[src/rtl/mrgp_pkg.sv]
// shared types, constants and the golomb parameter map for the med residual block
// no dependencies
`timescale 1ns / 1ps

package mrgp_pkg;

  // field and register widths
  localparam int CFG_W      = 13;
  localparam int PIX_W      = 8;
  localparam int RES_W      = 9;
  localparam int SUM_W      = 20;
  localparam int ROW_W      = 12;
  localparam int MAX_HEIGHT = 4096;
  localparam int MEAN_MAX   = 255;

  // configuration register indexes
  localparam int REG_IDX_W = 1;
  localparam logic [REG_IDX_W-1:0] REG_FRAME_WIDTH  = 1'd0;
  localparam logic [REG_IDX_W-1:0] REG_FRAME_HEIGHT = 1'd1;

  // register reset values
  localparam logic [CFG_W-1:0] RESET_WIDTH  = 13'd640;
  localparam logic [CFG_W-1:0] RESET_HEIGHT = 13'd480;

  // row mean divider result
  typedef struct packed {
    logic             done;
    logic [PIX_W-1:0] mean;
  } div_res_t;

  // mean absolute residual to golomb parameter, floored at one
  function automatic logic [PIX_W-1:0] golomb_param(input logic [PIX_W-1:0] mean);
    return (mean == '0) ? PIX_W'(1) : mean;
  endfunction

endpackage

[src/rtl/mrgp_div.sv]
// restoring divider for the row mean: one quotient bit per cycle, clamped result
// depends on mrgp_pkg
`timescale 1ns / 1ps

module mrgp_div #(
  parameter int DIV_W = 13
) (
  input  logic                       clk,
  input  logic                       rst,
  input  logic                       start,
  input  logic [mrgp_pkg::SUM_W-1:0] dividend,
  input  logic [DIV_W-1:0]           divisor,
  output mrgp_pkg::div_res_t         result
);
  import mrgp_pkg::*;

  localparam int CNT_W = $clog2(SUM_W + 1);

  logic [DIV_W-1:0] rem_q;
  logic [SUM_W-1:0] quo;
  logic [DIV_W-1:0] dvs;
  logic [CNT_W-1:0] cnt;
  logic             done;
  logic [DIV_W:0]   shifted;
  logic             fits;

  // one trial subtraction per cycle
  assign shifted = {rem_q, quo[SUM_W-1]};
  assign fits    = shifted >= {1'b0, dvs};

  always_ff @(posedge clk) begin
    if (rst) begin
      cnt  <= '0;
      done <= 1'b0;
    end else if (start) begin
      quo   <= dividend;
      rem_q <= '0;
      dvs   <= divisor;
      cnt   <= CNT_W'(SUM_W);
      done  <= 1'b0;
    end else if (cnt != '0) begin
      rem_q <= fits ? DIV_W'(shifted - {1'b0, dvs}) : shifted[DIV_W-1:0];
      quo   <= {quo[SUM_W-2:0], fits};
      cnt   <= cnt - CNT_W'(1);
      if (cnt == CNT_W'(1)) begin
        done <= 1'b1;
      end
    end
  end

  // clamp the quotient to the table range
  assign result.done = done;
  assign result.mean = (|quo[SUM_W-1:PIX_W]) ? PIX_W'(MEAN_MAX) : quo[PIX_W-1:0];

endmodule

[config.mk]
export PLATFORM = sky130hd
export DESIGN_NAME = mrgp_div
export DESIGN_NICKNAME = d
export VERILOG_FILES = /design/src/rtl/mrgp_pkg.sv /design/src/rtl/mrgp_div.sv
export SDC_FILE = /design/constraint.sdc
export NUM_CORES = 1
export LEC_CHECK = 0
export ABC_CLOCK_PERIOD_IN_PS = 7200
export BUFFER_PORTS_ARGS = -buffer_cell sky130_fd_sc_hd__clkbuf_2
export CAP_MARGIN = 20
export CORE_ASPECT_RATIO = 0.5
export CORE_UTILIZATION = 56
export DETAILED_ROUTE_END_ITERATION = 8
export PLACE_DENSITY = 0.79
export RECOVER_POWER = 50
export SKIP_LAST_GASP = 1
export SLEW_MARGIN = 30
export SYNTH_ARGS = -nofsm -noshare
export SYNTH_HDL_FRONTEND = slang
export SYNTH_SLANG_ARGS = --single-unit
[constraint.sdc]
create_clock -name clk -period 7.2 [get_ports clk]
set_clock_uncertainty 0.15 [all_clocks]
set_input_delay 1.44 -clock clk [delete_from_list [all_inputs] [get_ports clk]]
set_output_delay 1.44 -clock clk [all_outputs]
set_load 0.005 [all_outputs]
* Yosys cells after proc, flatten, opt, wreduce, memory -nomap -nowiden
Cells that the tools add are included.
** Word-level totals
- Word-level logic and storage cells :: 25
- Input bits :: 36
- Register bits after elaboration :: 52
** Operators by class
- Equality and inequality tests :: 1
- Bitwise gates (word level) :: 1
- Add/subtract/negate cells :: 2
- Magnitude comparators :: 1
- Reductions and logical operators :: 7
- Muxes and demuxes :: 7
** Operators by type and width (number)
- $mux 20 :: 2
- $mux 13 :: 2
- $ge 14x13->1 :: 1
- $sub 13x13->13 :: 1
- $reduce_or 12->1 :: 1
- $mux 5 :: 2
- $mux 8 :: 1
- $reduce_and 2->1 :: 3
- $eq 5x1->1 const B :: 1
- $reduce_bool 5->1 :: 1
- $sub 5x1->5 const B :: 1
- $reduce_bool 2->1 :: 1
- $reduce_or 2->1 :: 1
- $not 1->1 :: 1

* Longest topological paths before layout
- Depth in word-level cells :: 3
- Mapped depth :: 11
- Mapped depth without buffers :: 10

* Worst setup path before layout
No wires, ideal clock.
- Path kind :: in2reg
- Start :: input port start
- End :: register quo[0] (enable)
- Data arrival time :: 3.591 ns
- Required time :: 6.607 ns
- Slack :: 3.016 ns
- Stages :: 3
- Library setup time :: 0.443 ns
- Cell sequence :: clkbuf_1 -> inv_1 -> a31oi_1
** On the way
- Cells in the longest elaborated chain, start to end :: 2
** RTL lines
- start: declaration :: line mrgp_div.sv:10 : input logic start,
- $reduce_bool 2->1 (no line)
- $reduce_and 2->1 (no line)
- end signal: assignment :: line mrgp_div.sv:36 : quo <= dividend;
- end signal: assignment :: line mrgp_div.sv:43 : quo <= {quo[SUM_W-2:0], fits};
- end: declaration :: line mrgp_div.sv:20 : logic [SUM_W-1:0] quo;
Every way passes these cells.
A chain may end at the register's enable or synchronous reset.

* Worst setup path after layout
- Start :: register quo[19]
- End :: register rem_q[9], data pin
** On the way
- Cells in the longest elaborated chain, start to end :: 3
** RTL lines
- $sub 13x13->13 or $ge 14x13->1 (tied branches) :: line mrgp_div.sv:42, mrgp_div.sv:29
- $mux 13 * :: line mrgp_div.sv:42 : rem_q <= fits ? DIV_W'(shifted - {1'b0, dvs}) : shifted[DIV_W-1:0];
- $mux 13 * :: line mrgp_div.sv:41 : end else if (cnt != '0) begin
- end signal: assignment :: line mrgp_div.sv:42
- end: declaration :: line mrgp_div.sv:19 : logic [DIV_W-1:0] rem_q;
Every way passes the cells marked *; elsewhere a longest branch is shown, timed or not. The select of a mux whose other input is x is not followed.

==> run_results.csv <==
group,metric,value,unit
finish,layout.area.seq,1500,um2
timing,hold_viol_final,0,
synthesis,ys_seq_area_frac,0.531,
global_routing,grt_pass1_vias,1821,
finish,nets,329,
timing,max_freq,0.228,GHz
cts,ctsHoldBuffers,0,
worst_hold_path,hold_path.class,"reg -> reg",
worst_setup_path,cp.buffers_inverters,2,
worst_setup_path,crit_path_start,"quo[19]",
worst_setup_path,cp_top_family,"compound AO/OA/AOI/OAI gates",
worst_setup_path,endpoint_kind,"register",
floorplan,rows,17,
global_routing,grt_max_degree,37,
finish,layout-drive-gt1-share,0.302,
worst_setup_path,setup.worst_path.class,"reg -> reg",
worst_setup_path,cpMaxStageDelayCell,"o21ai_0",
power,power,781,uW
finish,final_cell_mix,"edfxtp_1 (46), clkbuf_2 (43), inv_1 (21)",
worst_setup_path,reg2reg_from,"quo[19]",
drt,drc,0,
timing,maxSlewHeadroom,-0.718,
drt,antenna_left,0,
finish,multi_input_area,1200,um2
cts,root_buffer,"clkbuf_8",
synthesis,avgSynthCellArea,12.2,um2
global_routing,antenna_found_initial,0,
global_routing,grt.total_usage,0.224,
timing,tightest_slew,2550,ps
timing,period_share,0.609,
floorplan,die_h,52.3,um
floorplan,start_util,0.613,
worst_hold_path,min_from,"cnt[1]",
floorplan,die_w,103,um
finish,final.fill_count,335,
synthesis,synth_fp_nets,284,
drt,wire_per_inst,15.4,um
synthesis,ys_warn_count,0,
synthesis,synth-seq-cells,52,
cts,clk_pin_slew,90,ps
synthesis,yosysUniqueCellTypes,46,
global_routing,grt_use_met1,0.307,
worst_setup_path,crit_path_max_fanout,18,
synthesis,synth-compound-area-share,0.119,
synthesis,synthCells,232,
status,run_status,"finished with violations",
worst_setup_path,cp_common_cell,"inv_1",
worst_setup_path,worstSetupStartpointType,"register",
cts,cts_sinks,52,
floorplan,core-area,4620,um2
status,violations,"max-capacitance violations, max-slew violations",
floorplan,die_area,5360,um2
synthesis,synthMuxAreaShare,0.102,
timing,rsz0062_at_grt,"no",
global_routing,use_met2,0.357,
placed_design,gp_congestion,0.875,
timing,setup_viol,0,
worst_setup_path,crit_chain,"inv_1 > ha_1 > inv_1 > fa_1 > a21o_1 > a221oi_1 > o221a_4 > o21ai_0 > nand2_2 > o32ai_1",
floorplan,io_pins,45,
finish,final_common_cell,"edfxtp_1",
cts,cts_buffers,5,
synthesis,yosysTopAreaCellShare,0.488,
global_routing,busiest_layer,"met2",
synthesis,synth-async-reset-ratio,0,
flow_run,drv_cap,2,
cts,cts_resized,0,
timing,setup_tns,0,ps
global_routing,grt_pass1_wl,8710,um
power,powerDensity,244,nW/um2
drt,vias_per_cell,5.44,
drt,postRouteWirelength,5280,um
power,vdd.ir_drop.worst,112,uV
synthesis,synthFlopType,"edfxtp_1",
global_routing,overflow,0,
placed_design,place_hpwl,3870,um
cts,clk_latency,310,ps
synthesis,synth-simple-area-share,0.102,
finish,antenna_cells,0,
finish,areaGrowthSynthToFinish,13.0,%
cts,htreeDepth,2,
timing,period_minus_slack,4380,ps
drt,drtIter0Drc,76,
global_routing,grt_util_met3,0.0440,
power,p_leak,0.00129,uW
synthesis,synth-xor-area-share,0.0310,
timing,slew_violations,56,
synthesis,synth_top_area_cell,"edfxtp_1",
synthesis,synth_area,2830,um2
drt,first_pass_iters,4,
synthesis,synth_top_family_by_area,"compound AO/OA/AOI/OAI gates",
cts,post_cts_buffers,0,
placed_design,port_buffers,44,
synthesis,synth-edff-count,46,
worst_setup_path,critPathArrivalTime,4340,ps
cts,clk_path_buf_depth,2,
synthesis,synth_top_cells_by_area,"edfxtp_1 (49%), mux2_2 (7.6%), ha_1 (6.6%)",
cts,cts_tree,"yes",
synthesis,synthAdderAreaFrac,0.0734,
worst_setup_path,required,7160,ps
worst_setup_path,max_stage_delay,1900,ps
drt,dr_total_vias,1872,
==> worst min-delay path: stages (launching register included) <==
cell and delay (ps):
dfxtp_1 330, nor2_1 90, a2111oi_0 60
==> sequential cells by signal, summed over array words and instances, names as in the netlist <==
register	cells
quo	20
dvs	13
rem_q	13
cnt	5
done	1
==> logic make-up (layout without fill, tap and decap cells) <==
family | after synthesis | after routing
multiplexers | 26 | 26
XOR/XNOR | 10 | 10
AND/OR/NAND/NOR | 56 | 56
flip-flops | 52 | 52
buffers and inverters | 28 | 74
adder cells (fa/ha/maj) | 16 | 16
AO/OA/AOI/OAI | 44 | 44
==> metrics by stage <==
step	utilization	hold WS, ps	worst slack [ps]	cell area, um2	cells
global placement	0.673	342	3330	3110	335
detailed placement	0.679	369	3460	3140	336
finish	0.693	375	2820	3200	344
CTS	0.699	381	3730	3230	344
floorplan	-	324	3020	2830	232
global route	0.693	417	2460	3200	344
==> final timing paths <==
kind	to	slack, ps	cells after the start
max	rem_q[9]	2820	10
min	cnt[1]	380	2
min reg2reg	cnt[1]	380	2
max reg2reg	rem_q[9]	2820	10
==> power by group <==
group / leakage, uW / switching [uW] / internal (uW)
clock: 0.0000455 / 91.1 / 78.5
sequential: 0.000494 / 18.4 / 371
combinational: 0.000750 / 121 / 101
total: 0.00129 / 230 / 551
==> metal layers <==
metal / vias up / routed length (um)
met5: - / 0
met4: 0 / 72
met3: 8 / 211
met2: 37 / 2450
met1: 879 / 2550
li1: 948 / -
==> synthesized netlist by cell type (all sizes together) (3+ instances only) <==
cell type,number
edfxtp,46
inv,21
mux2,20
nor2,16
ha,15
a21oi,11
nand2,10
or2,8
xnor2,8
nor3,7
a211oi,6
dfxtp,6
mux2i,6
buf,5
o21ai,5
o211ai,4
a21o,3
nand2b,3
nor4,3
o221a,3
==> final cells by class <==
cell class | count | area share
clock buffers | 8 | 0.0282
multi-input cells | 152 | 0.375
well taps | 66 | 0.0258
flip-flops and latches | 52 | 0.469
inverters | 21 | 0.0246
repair buffers | 45 | 0.0771
Note: power is estimated with default switching activity, not from simulation.
